==> src/rtl/btsl_pkg.sv <==
// Package for the boot table section loader: core count, field widths,
// result kind codes, register indexes and register reset values.
// No dependencies.
package btsl_pkg;

	localparam int NUM_CORES = 8;
	localparam int CORE_W = $clog2(NUM_CORES);
	localparam int WORD_W = 32;
	localparam int WLEFT_W = 31;

	localparam logic [3:0] CORES_ALL = (NUM_CORES > 15) ? 4'd15 : 4'(NUM_CORES);

	localparam logic [1:0] KIND_WRITE = 2'd0;
	localparam logic [1:0] KIND_ENTRY = 2'd1;
	localparam logic [1:0] KIND_FINISH = 2'd2;

	localparam logic [1:0] REG_LOCAL_LIMIT = 2'd0;
	localparam logic [1:0] REG_GLOBAL_BASE = 2'd1;
	localparam logic [1:0] REG_CORE_STRIDE = 2'd2;

	localparam logic [WORD_W-1:0] LOCAL_LIMIT_RST = 32'h0088_0000;
	localparam logic [WORD_W-1:0] GLOBAL_BASE_RST = 32'h1000_0000;
	localparam logic [WORD_W-1:0] CORE_STRIDE_RST = 32'h0100_0000;

endpackage

==> src/rtl/boot_table_section_loader_unit.sv <==
// Top level of the boot table section loader: parses a multicore boot image
// into memory writes, core entry points and a finish marker.
// Depends on btsl_pkg.
//
//  channel  | direction | handshake            | payload
//  ---------+-----------+----------------------+------------------------------------
//  input    | in        | in_valid / in_stall  | image_word, restart
//  result   | out       | out_valid / out_stall| kind, address, data, core, cores_loaded
//  config   | in        | cfg_valid / cfg_ready| cfg_index, cfg_data
//
// An item's result is registered: the input register feeds the parse step, which loads
// the result register once the result side advances.
// One item is accepted per cycle while the result side is not stalled.
// Reset returns the parser to expecting core zero's header word and loads
// the register defaults. A stalled result holds both stages in place.
module boot_table_section_loader_unit (
	input  logic                           clk,
	input  logic                           arst_n,
	input  logic                           in_valid,
	output logic                           in_stall,
	input  logic [btsl_pkg::WORD_W-1:0]    image_word,
	input  logic                           restart,
	output logic                           out_valid,
	input  logic                           out_stall,
	output logic [1:0]                     kind,
	output logic [btsl_pkg::WORD_W-1:0]    address,
	output logic [btsl_pkg::WORD_W-1:0]    data,
	output logic [2:0]                     core,
	output logic [3:0]                     cores_loaded,
	input  logic                           cfg_valid,
	output logic                           cfg_ready,
	input  logic [1:0]                     cfg_index,
	input  logic [btsl_pkg::WORD_W-1:0]    cfg_data
);
	import btsl_pkg::*;

	localparam logic [2:0] PH_HEADER = 3'd0;
	localparam logic [2:0] PH_ENTRY = 3'd1;
	localparam logic [2:0] PH_SIZE = 3'd2;
	localparam logic [2:0] PH_ADDR = 3'd3;
	localparam logic [2:0] PH_DATA = 3'd4;
	localparam logic [2:0] PH_DONE = 3'd5;

	logic [WORD_W-1:0]  local_limit_q;
	logic [WORD_W-1:0]  global_base_q;
	logic [WORD_W-1:0]  core_stride_q;

	logic               valid_s1;
	logic [WORD_W-1:0]  word_s1;
	logic               restart_s1;

	logic [2:0]         phase_q;
	logic [CORE_W-1:0]  core_idx_q;
	logic [WLEFT_W-1:0] words_left_q;
	logic [WORD_W-1:0]  wptr_q;

	logic               out_valid_q;
	logic [1:0]         kind_q;
	logic [WORD_W-1:0]  address_q;
	logic [WORD_W-1:0]  data_q;
	logic [2:0]         core_q;
	logic [3:0]         loaded_q;

	logic               advance;
	logic               fire;

	logic [2:0]         ph_cur;
	logic [CORE_W-1:0]  core_cur;
	logic [WLEFT_W-1:0] words_cur;
	logic [CORE_W:0]    core_inc;
	logic [WORD_W-1:0]  xlat_addr;
	logic [WLEFT_W-1:0] words_dec;

	logic [2:0]         phase_d;
	logic [CORE_W-1:0]  core_idx_d;
	logic [WLEFT_W-1:0] words_left_d;
	logic [WORD_W-1:0]  wptr_d;
	logic               res_d;
	logic [1:0]         kind_d;
	logic [WORD_W-1:0]  address_d;
	logic [WORD_W-1:0]  data_d;
	logic [3:0]         loaded_d;

	assign advance = !out_valid_q || !out_stall;
	assign fire = valid_s1 && advance;
	assign in_stall = valid_s1 && !advance;
	assign cfg_ready = 1'b1;

	assign ph_cur = restart_s1 ? PH_HEADER : phase_q;
	assign core_cur = restart_s1 ? '0 : core_idx_q;
	assign words_cur = restart_s1 ? '0 : words_left_q;
	assign core_inc = {1'b0, core_cur} + {{CORE_W{1'b0}}, 1'b1};
	assign words_dec = words_cur - {{(WLEFT_W-1){1'b0}}, 1'b1};
	assign xlat_addr = (word_s1 < local_limit_q) ?
		global_base_q + WORD_W'(core_stride_q * WORD_W'(core_cur)) + word_s1 : word_s1;

	always_comb begin
		phase_d = ph_cur;
		core_idx_d = core_cur;
		words_left_d = words_cur;
		wptr_d = wptr_q;
		res_d = 1'b0;
		kind_d = KIND_WRITE;
		address_d = '0;
		data_d = '0;
		loaded_d = '0;
		unique case (ph_cur)
			PH_HEADER: begin
				if (core_cur == CORE_W'(1) && word_s1 == '0) begin
					phase_d = PH_DONE;
					res_d = 1'b1;
					kind_d = KIND_FINISH;
					loaded_d = 4'd1;
				end else begin
					phase_d = PH_ENTRY;
				end
			end
			PH_ENTRY: begin
				phase_d = PH_SIZE;
				res_d = 1'b1;
				kind_d = KIND_ENTRY;
				address_d = word_s1;
			end
			PH_SIZE: begin
				if (word_s1 == '0) begin
					if (core_inc >= (CORE_W+1)'(NUM_CORES)) begin
						phase_d = PH_DONE;
						res_d = 1'b1;
						kind_d = KIND_FINISH;
						loaded_d = CORES_ALL;
					end else begin
						core_idx_d = core_inc[CORE_W-1:0];
						phase_d = PH_HEADER;
					end
				end else begin
					words_left_d = {1'b0, word_s1[WORD_W-1:2]} +
						{{(WLEFT_W-1){1'b0}}, |word_s1[1:0]};
					phase_d = PH_ADDR;
				end
			end
			PH_ADDR: begin
				wptr_d = xlat_addr;
				phase_d = (words_cur != '0) ? PH_DATA : PH_SIZE;
			end
			PH_DATA: begin
				res_d = 1'b1;
				kind_d = KIND_WRITE;
				address_d = wptr_q;
				data_d = word_s1;
				wptr_d = wptr_q + WORD_W'(4);
				words_left_d = words_dec;
				if (words_dec == '0) begin
					phase_d = PH_SIZE;
				end
			end
			default: begin
				phase_d = ph_cur;
			end
		endcase
	end

	always_ff @(posedge clk or negedge arst_n) begin
		if (!arst_n) begin
			local_limit_q <= LOCAL_LIMIT_RST;
			global_base_q <= GLOBAL_BASE_RST;
			core_stride_q <= CORE_STRIDE_RST;
		end else if (cfg_valid) begin
			unique case (cfg_index)
				REG_LOCAL_LIMIT: local_limit_q <= cfg_data;
				REG_GLOBAL_BASE: global_base_q <= cfg_data;
				REG_CORE_STRIDE: core_stride_q <= cfg_data;
				default: begin
				end
			endcase
		end
	end

	always_ff @(posedge clk or negedge arst_n) begin
		if (!arst_n) begin
			valid_s1 <= 1'b0;
		end else if (!in_stall) begin
			valid_s1 <= in_valid;
		end
	end

	always_ff @(posedge clk) begin
		if (!in_stall && in_valid) begin
			word_s1 <= image_word;
			restart_s1 <= restart;
		end
	end

	always_ff @(posedge clk or negedge arst_n) begin
		if (!arst_n) begin
			phase_q <= PH_HEADER;
			core_idx_q <= '0;
			words_left_q <= '0;
			wptr_q <= '0;
		end else if (fire) begin
			phase_q <= phase_d;
			core_idx_q <= core_idx_d;
			words_left_q <= words_left_d;
			wptr_q <= wptr_d;
		end
	end

	always_ff @(posedge clk or negedge arst_n) begin
		if (!arst_n) begin
			out_valid_q <= 1'b0;
		end else if (advance) begin
			out_valid_q <= fire && res_d;
		end
	end

	always_ff @(posedge clk) begin
		if (fire && res_d) begin
			kind_q <= kind_d;
			address_q <= address_d;
			data_q <= data_d;
			core_q <= (kind_d == KIND_FINISH) ? 3'd0 : 3'(core_cur);
			loaded_q <= loaded_d;
		end
	end

	assign out_valid = out_valid_q;
	assign kind = kind_q;
	assign address = address_q;
	assign data = data_q;
	assign core = core_q;
	assign cores_loaded = loaded_q;

endmodule

==> config.mk <==
export PLATFORM = sky130hd
export DESIGN_NAME = boot_table_section_loader_unit
export DESIGN_NICKNAME = d
export VERILOG_FILES = /design/src/rtl/btsl_pkg.sv /design/src/rtl/boot_table_section_loader_unit.sv
export SDC_FILE = /design/constraint.sdc
export NUM_CORES = 1
export LEC_CHECK = 0
export BUFFER_PORTS_ARGS = -buffer_cell sky130_fd_sc_hd__buf_4
export CAP_MARGIN = 30
export CORE_UTILIZATION = 49
export CTS_CLUSTER_SIZE = 40
export DETAILED_ROUTE_END_ITERATION = 6
export PLACE_DENSITY = 0.76
export REMOVE_ABC_BUFFERS = 1
export SETUP_SLACK_MARGIN = 0.3
export SLEW_MARGIN = 40
export SYNTH_ARGS = -nofsm -noshare
export SYNTH_HDL_FRONTEND = slang
export SYNTH_SLANG_ARGS = --single-unit
export TNS_END_PERCENT = 20
==> constraint.sdc <==
create_clock -name clk -period 6.2 [get_ports clk]
set_clock_uncertainty 0.2 [all_clocks]
set_input_delay 0.93 -clock clk [delete_from_list [all_inputs] [get_ports clk]]
set_output_delay 0.93 -clock clk [all_outputs]
set_load 0.05 [all_outputs]
==> metrics.md, run 1 <==
| Metric | Value |
|---|---|
| Status | `finished clean` |
| Worst min path class | `input pin to async pin` |
| Via count | `15204` |
| Antenna violations before repair | `1` |
| Die Span Y | `196 um` |
| Fillers | `3171` |
| Initial cell density of the core | `0.501` |
| Fin. Hold Viols | `0` |
| Req. time, crit path | `6490 ps` |
| Final net count | `2256` |
| Adder-Cell Fraction of Synth Area | `0.146` |
| Routed WL | `53900 um` |
| Post-DP HPWL | `39300 um` |
| Post-synth EDFFs | `104` |
| CTS sink cnt | `271` |
| Post-Synthesis Cell Area | `18400 sq um` |
| Register Area | `7310 sq um` |
| Finished Cell Area | `21000 sq um` |
| Multi-input logic area | `10000 sq um` |
| DR pass1 iterations | `5` |
| Grt ovf | `0` |
| Mapped Cells | `1919` |
| Hold buffers post-CTS | `0` |
| Core Rows | `70` |
| Via density per instance | `6.05` |
| Pwr dens | `386 nW/um^2` |
| TritonCTS clock tree | `built` |
| FFs w/ async S/R, synth | `0.616` |
| Worst slew pin tran | `817 ps` |
| Rel. slew slack | `0.451` |
| Layout cells sized above 1 | `0.159` |
| DRC violation total after the first TritonRoute iteration | `1281` |
| Gr usage total | `0.284` |
| Die Area | `38400 sq um` |
| Layout area overhead | `13.7%` |
| CTS H-tree lvls | `1` |
| Largest family of logic cells by synthesized area | `simple AND/OR/NAND/NOR gates` |
| Critical Path Fanout Max | `12` |
| RSZ-0062 raised after global routing | `true` |
| IO buf count | `144` |
| Core area | `36800 sq um` |
| Fin. max-slew vios | `0` |
| Post-synth top flop | `dfrtp_1` |
| Root Buffer | `clkbuf_16` |
| Dpl cell area | `20000 sq um` |
| CP Capture Type | `flop` |
| LEAKAGE | `9.25 nW` |
| Num ports | `148` |
| Sequential share of the synthesized area | `0.396` |
| Clk pin slew, worst setup/hold paths | `70 ps` |
| Period Utilization, post-route | `0.915` |
| Wirelength per Cell | `21.4 um` |
| Max_cap viols | `0` |
| Clk buf depth | `3` |
| Die X | `196 um` |
| Maximum VDD drop | `0.259 mV` |
| GPL Wtd Cong | `0.976` |
| WP data arrival | `5960 ps` |
| Power Total | `8.09 mW` |
| Final setup viols | `0` |
| Syn Area/Cell | `9.61 sq um` |
| Post-synthesis compound-gate area fraction | `0.152` |
| Largest net degree at the start of global routing | `73` |
| Clock latency at the later pin of the worst-skew pair | `580 ps` |
| Vias in the first global route | `15047` |
| Critical path type | `flop to flop` |
| Fin crit period | `5670 ps` |
| DRC Markers | `0` |
| FMAX | `176 MHz` |
| Synth Register Bits | `271` |
| CTS buffer count | `30` |
| Antenna-violating nets left | `0` |
| Ys Warns | `0` |
| Simple-Gate Fraction of Synth Area | `0.167` |
| Post-synthesis mux area share | `0.0459` |
| Synth unique cells | `83` |
| First-pass GRT wire length | `84700 um` |
| Nature of the critical path startpoint | `flop` |
| Diode count | `0` |
| XOR/XNOR share of the synthesized area | `0.0285` |
-- path summary, 6_finish.rpt --
check	end	slack, ps	from	cells past startpoint
setup / recovery	wptr_q[29]$_DFFE_PN0P_	530	restart_s1$_DFFE_PP_	16
hold / removal	local_limit_q[7]$_DFFE_PN0P_	180	arst_n	1
setup reg to reg	wptr_q[29]$_DFFE_PN0P_	530	restart_s1$_DFFE_PP_	16
hold reg to reg	global_base_q[29]$_DFFE_PN0P_	320	global_base_q[29]$_DFFE_PN0P_	1
max in group asynchronous	global_base_q[31]$_DFFE_PN0P_	4400	arst_n	2
min in group clk	global_base_q[29]$_DFFE_PN0P_	320	global_base_q[29]$_DFFE_PN0P_	1
-- Yosys cell counts, types with 4 or more instances --
cell | instances | area, sq um
inv_1 | 201 | 754
dfrtp_1 | 163 | 4080
nand2_1 | 148 | 556
o21ai_0 | 125 | 626
nor2_1 | 123 | 462
edfxtp_1 | 104 | 3120
a21oi_1 | 94 | 470
fa_1 | 89 | 1780
clkbuf_1 | 88 | 330
ha_1 | 73 | 913
mux2_2 | 69 | 777
and2_1 | 68 | 425
nor3_1 | 63 | 315
nand3_1 | 54 | 270
xnor2_1 | 51 | 447
a22o_1 | 46 | 403
and3_1 | 41 | 257
nor4_1 | 26 | 163
a31oi_1 | 25 | 156
o22ai_1 | 21 | 131
a21o_1 | 20 | 150
nand4_1 | 18 | 113
a211oi_1 | 12 | 90.1
nand2b_1 | 12 | 75.1
nor2b_1 | 12 | 75.1
o211ai_1 | 11 | 82.6
o31ai_1 | 11 | 82.6
buf_1 | 10 | 37.5
nand3b_1 | 9 | 67.6
xor2_1 | 9 | 78.8
a2111oi_0 | 7 | 61.3
mux2i_1 | 7 | 70.1
a221oi_1 | 6 | 52.6
a311oi_1 | 5 | 43.8
nor4b_1 | 5 | 43.8
or3_1 | 5 | 31.3
a22oi_1 | 4 | 30.0
dfstp_2 | 4 | 105
nor3b_1 | 4 | 30.0
o2111ai_1 | 4 | 35.0
-- per-layer routing --
layer | share of wire | up-vias | wire length, um | track usage
met1 | 0.43 | 7469 | 23100 | 0.389
met2 | 0.46 | 657 | 24500 | 0.448
li1 | - | 6962 | - | -
met4 | 0.034 | 2 | 1810 | 0.0952
met3 | 0.083 | 114 | 4470 | 0.0597
met5 | 0.00024 | - | 13 | 0
-- layout by cell type (no fill, tap or decap), drive strengths merged, types with 64 or more instances in the layout --
master / count
o21ai: 126
buf: 176
ha: 73
nand2: 148
nor3: 64
mux2: 69
dfrtp: 163
edfxtp: 104
a21oi: 95
nor2: 123
inv: 202
fa: 89
and2: 69
-- cell families (layout without fill, tap and decap cells) --
logic type / after synthesis / count (layout)
AND/OR/NAND/NOR: 608 / 608
AO/OA/AOI/OAI: 433 / 433
buffers and inverters: 307 / 433
flip-flops: 271 / 271
adder cells (fa/ha/maj): 162 / 162
multiplexers: 76 / 76
XOR/XNOR: 60 / 60
other: 2 / 3
-- report_power, final --
part           total, mW  switching [mW]  internal [mW]  leakage (nW)
clock               1.73           0.764          0.964         0.451
sequential          2.83           0.499           2.33          3.02
combinational       3.53            2.23           1.30          5.78
-- area by class of cell --
cell class,instances,share of cell area
multi-input cells,1342,0.478
repair buffers,176,0.0643
clock inverters,16,0.00495
well taps,468,0.0279
flip-flops and latches,271,0.349
clock buffers,40,0.0405
inverters,201,0.0360
-- worst max-delay path, stage by stage (launching register included) --
cell       delay (ps)
edfxtp_1          500
buf_4             230
nor2_1            450
nand2_1           170
fa_1              580
fa_1              440
fa_1              520
inv_1              70
fa_1              480
a211oi_1          350
o21a_1            190
o31a_1            180
a21oi_2           130
o2111ai_1         370
mux2i_1           240
o2111ai_1         170
a311oi_1          310
-- repair_timing --
item | in CTS | in global routing
buffers inserted | 0 | 0
resized for setup | 0 | 3
setup endpoints to repair | 0 | 8
endpoints found under the hold margin | 0 | 0
-- per-stage QoR --
stage | worst slack (ps) | hold WS [ps] | TNS, ps | std cells | util
after floorplan | -2290 | 273 | -170980 | 1814 | -
after global placement | 516 | 285 | 0 | 2457 | 0.543
after detailed placement | 388 | 297 | 0 | 2458 | 0.543
after CTS | 354 | 186 | 0 | 2514 | 0.569
after global routing | 258 | 218 | 0 | 2514 | 0.570
final | 527 | 179 | 0 | 2514 | 0.570
-- sequential cells by signal, indices dropped and copies added, names as in the netlist --
name           flops
core               3
global_base_q     32
valid_s1           1
address           32
restart_s1         1
cores_loaded       2
core_stride_q     32
word_s1           32
data              32
local_limit_q     32
words_left_q      31
phase_q            3
out_valid          1
kind               2
wptr_q            32
core_idx_q         3
Note: power is estimated with default switching activity, not from simulation.
==> run 2: changes to the inputs <==
--- a/config.mk
+++ b/config.mk
@@ -12,3 +12,3 @@
 export DETAILED_ROUTE_END_ITERATION = 6
-export PLACE_DENSITY = 0.76
+export PLACE_DENSITY = 0.79
 export REMOVE_ABC_BUFFERS = 1
==> constraint.sdc (replaced) <==
create_clock -name clk -period 4.7 [get_ports clk]
set_clock_uncertainty 0.2 [all_clocks]
set_input_delay 0.705 -clock clk [delete_from_list [all_inputs] [get_ports clk]]
set_output_delay 0.705 -clock clk [all_outputs]
set_load 0.02 [all_outputs]
==> metrics.md, run 2 (same netlist as run 1, synthesis figures left out) <==
| Metric | Value |
|---|---|
| RSZ-0062 raised after global routing | `true` |
| Final net count | `2383` |
| Setup crit start | `restart_s1$_DFFE_PP_` |
| Root Buffer | `clkbuf_16` |
| Wirelength per Cell | `21.8 um` |
| Die Area | `38400 sq um` |
| Initial cell density of the core | `0.501` |
| Clk pin slew, worst setup/hold paths | `60 ps` |
| Failing checks | `setup timing` |
| GPL Wtd Cong | `0.948` |
| Num ports | `148` |
| Pwr dens | `495 nW/um^2` |
| Layout area overhead | `22.8%` |
| Commonest non-fill, non-tap cell in the layout | `buf_4` |
| Antenna-violating nets left | `0` |
| Fillers | `2926` |
| CTS buffer count | `30` |
| Period Utilization, post-route | `1.10` |
| Req. time, crit path | `5000 ps` |
| Post-DP HPWL | `40400 um` |
| Core Rows | `70` |
| Setup_tns | `-5880 ps` |
| Worst min path class | `input pin to flop` |
| DRC violation total after the first TritonRoute iteration | `1355` |
| IO buf count | `144` |
| Die Span Y | `196 um` |
| Status | `complete, but fails checks` |
| Via count | `15962` |
| Layout cells sized above 1 | `0.243` |
| CP Capture Type | `flop` |
| R2r endpoint | `wptr_q[30]$_DFFE_PN0P_` |
| Fin. Hold Viols | `0` |
| Routed WL | `57500 um` |
| Rel. slew slack | `0.420` |
| Worst reg2reg setup slack | `-450 ps` |
| Critical path type | `flop to flop` |
| Cell count of the worst reg-to-reg path | `21` |
| Final setup viols | `23` |
| Antenna violations before repair | `1` |
| First-pass GRT wire length | `89600 um` |
| Gr usage total | `0.301` |
| WP data arrival | `5450 ps` |
| Die X | `196 um` |
| Critical Path Fanout Max | `8` |
| Core area | `36800 sq um` |
| Fin crit period | `5150 ps` |
| CTS H-tree lvls | `1` |
| Fin. max-slew vios | `0` |
| Final std cells w/o fill | `2641` |
| Clock latency at the later pin of the worst-skew pair | `590 ps` |
| RR Startpoint | `restart_s1$_DFFE_PP_` |
| Nature of the critical path startpoint | `flop` |
| Most frequent cells in the layout | `286 x buf_4, 195 x inv_1, 163 x dfrtp_1` |
| Crit path to | `wptr_q[30]$_DFFE_PN0P_` |
| Diode count | `0` |
| Max_cap viols | `0` |
| TritonCTS clock tree | `built` |
| Maximum VDD drop | `0.342 mV` |
| Post-layout util | `0.616` |
| DRC Markers | `0` |
| Clk buf depth | `3` |
| LEAKAGE | `10.0 nW` |
| Placed cells | `2561` |
| Vias in the first global route | `15896` |
| Grt ovf | `0` |
| Final WS setup | `-453 ps` |
| CTS sink cnt | `271` |
| Largest net degree at the start of global routing | `87` |
| Via density per instance | `6.04` |
| DR pass1 iterations | `5` |
| FMAX | `194 MHz` |
| Worst slew pin tran | `862 ps` |
run 2: cell types whose count changed in the layout (fill, tap and decap cells not counted), moves of 6 or more:
| cell | previous run | this run |
|---|---|---|
| o21ai_0 | 125 | 118 |
| a21oi_2 | 2 | 11 |
| ha_1 | 73 | 61 |
| a21oi_1 | 93 | 82 |
| and3_1 | 41 | 34 |
| inv_1 | 201 | 195 |
| ha_4 | 0 | 11 |
| buf_4 | 172 | 286 |
| and3_4 | 0 | 7 |
run 2: worst min-delay path by stage:
stage / slack [ps] / endpoint / cells past startpoint / start
after floorplan: 210 / core_idx_q[0]$_DFFE_PN0P_ / 0 / arst_n
after global placement: 290 / local_limit_q[0]$_DFFE_PN0P_ / 1 / local_limit_q[0]$_DFFE_PN0P_
after detailed placement: 300 / local_limit_q[0]$_DFFE_PN0P_ / 1 / local_limit_q[0]$_DFFE_PN0P_
after CTS: 90 / word_s1[25]$_DFFE_PP_ / 1 / image_word[25]
after global routing: 90 / word_s1[4]$_DFFE_PP_ / 1 / image_word[4]
final: 100 / word_s1[26]$_DFFE_PP_ / 1 / image_word[26]
run 2: layer usage:
layer | share of wire | global-route usage | up-vias
met5 | 0.00023 | 0 | -
met4 | 0.036 | 0.122 | 2
met3 | 0.071 | 0.0340 | 128
met2 | 0.47 | 0.486 | 713
met1 | 0.43 | 0.416 | 7915
li1 | - | - | 7204
run 2: stage by stage:
stage,setup WS (ps),hold WS [ps],power [mW],area (sq um)
6_report,-453,100,11.2,22600
2_1_floorplan,-3790,209,6.64,18000
4_1_cts,-379,87.0,11.0,22500
3_5_place_dp,-881,296,8.36,20800
3_3_place_gp,-758,285,8.27,20800
5_1_grt,-613,87.8,11.8,22600
run 2: what timing repair did:
item | 4_1_cts | 5_1_grt
setup endpoints to repair | 27 | 28
hold buffers | 1 | 0
gates resized for setup | 85 | 30
pin swaps | 68 | 17
setup buffers | 18 | 1
gates cloned | 4 | 0
endpoints found under the hold margin | 47 | 0
run 2: power by group:
group	total, mW	switching (mW)	internal, mW	leakage (nW)
combinational	5.08	2.96	2.12	6.51
sequential	3.72	0.653	3.07	3.02
clock	2.41	1.01	1.39	0.486
run 2: final cells by class:
cell class,instances,area (sq um),share of cell area
timing repair buffer,303,2480,0.109
tap,468,586,0.0259
clock buffer,44,907,0.0401
clock inverter,12,96.3,0.00426
sequential,271,7310,0.323
multi-input combinational,1342,10500,0.464
inverter,201,757,0.0334
run 2: critical path: stages, from the launching register on:
cell	delay [ps]
edfxtp_1	560
nor2b_4	210
buf_12	150
buf_8	130
and2_4	140
fa_1	440
fa_1	500
inv_1	50
fa_1	510
inv_2	50
ha_4	280
a21o_1	140
a21oi_2	70
buf_4	140
a2111oi_4	330
buf_4	180
nor3b_4	50
o31ai_2	230
buf_4	170
a21oi_2	60
mux2_4	300
a211oi_2	170
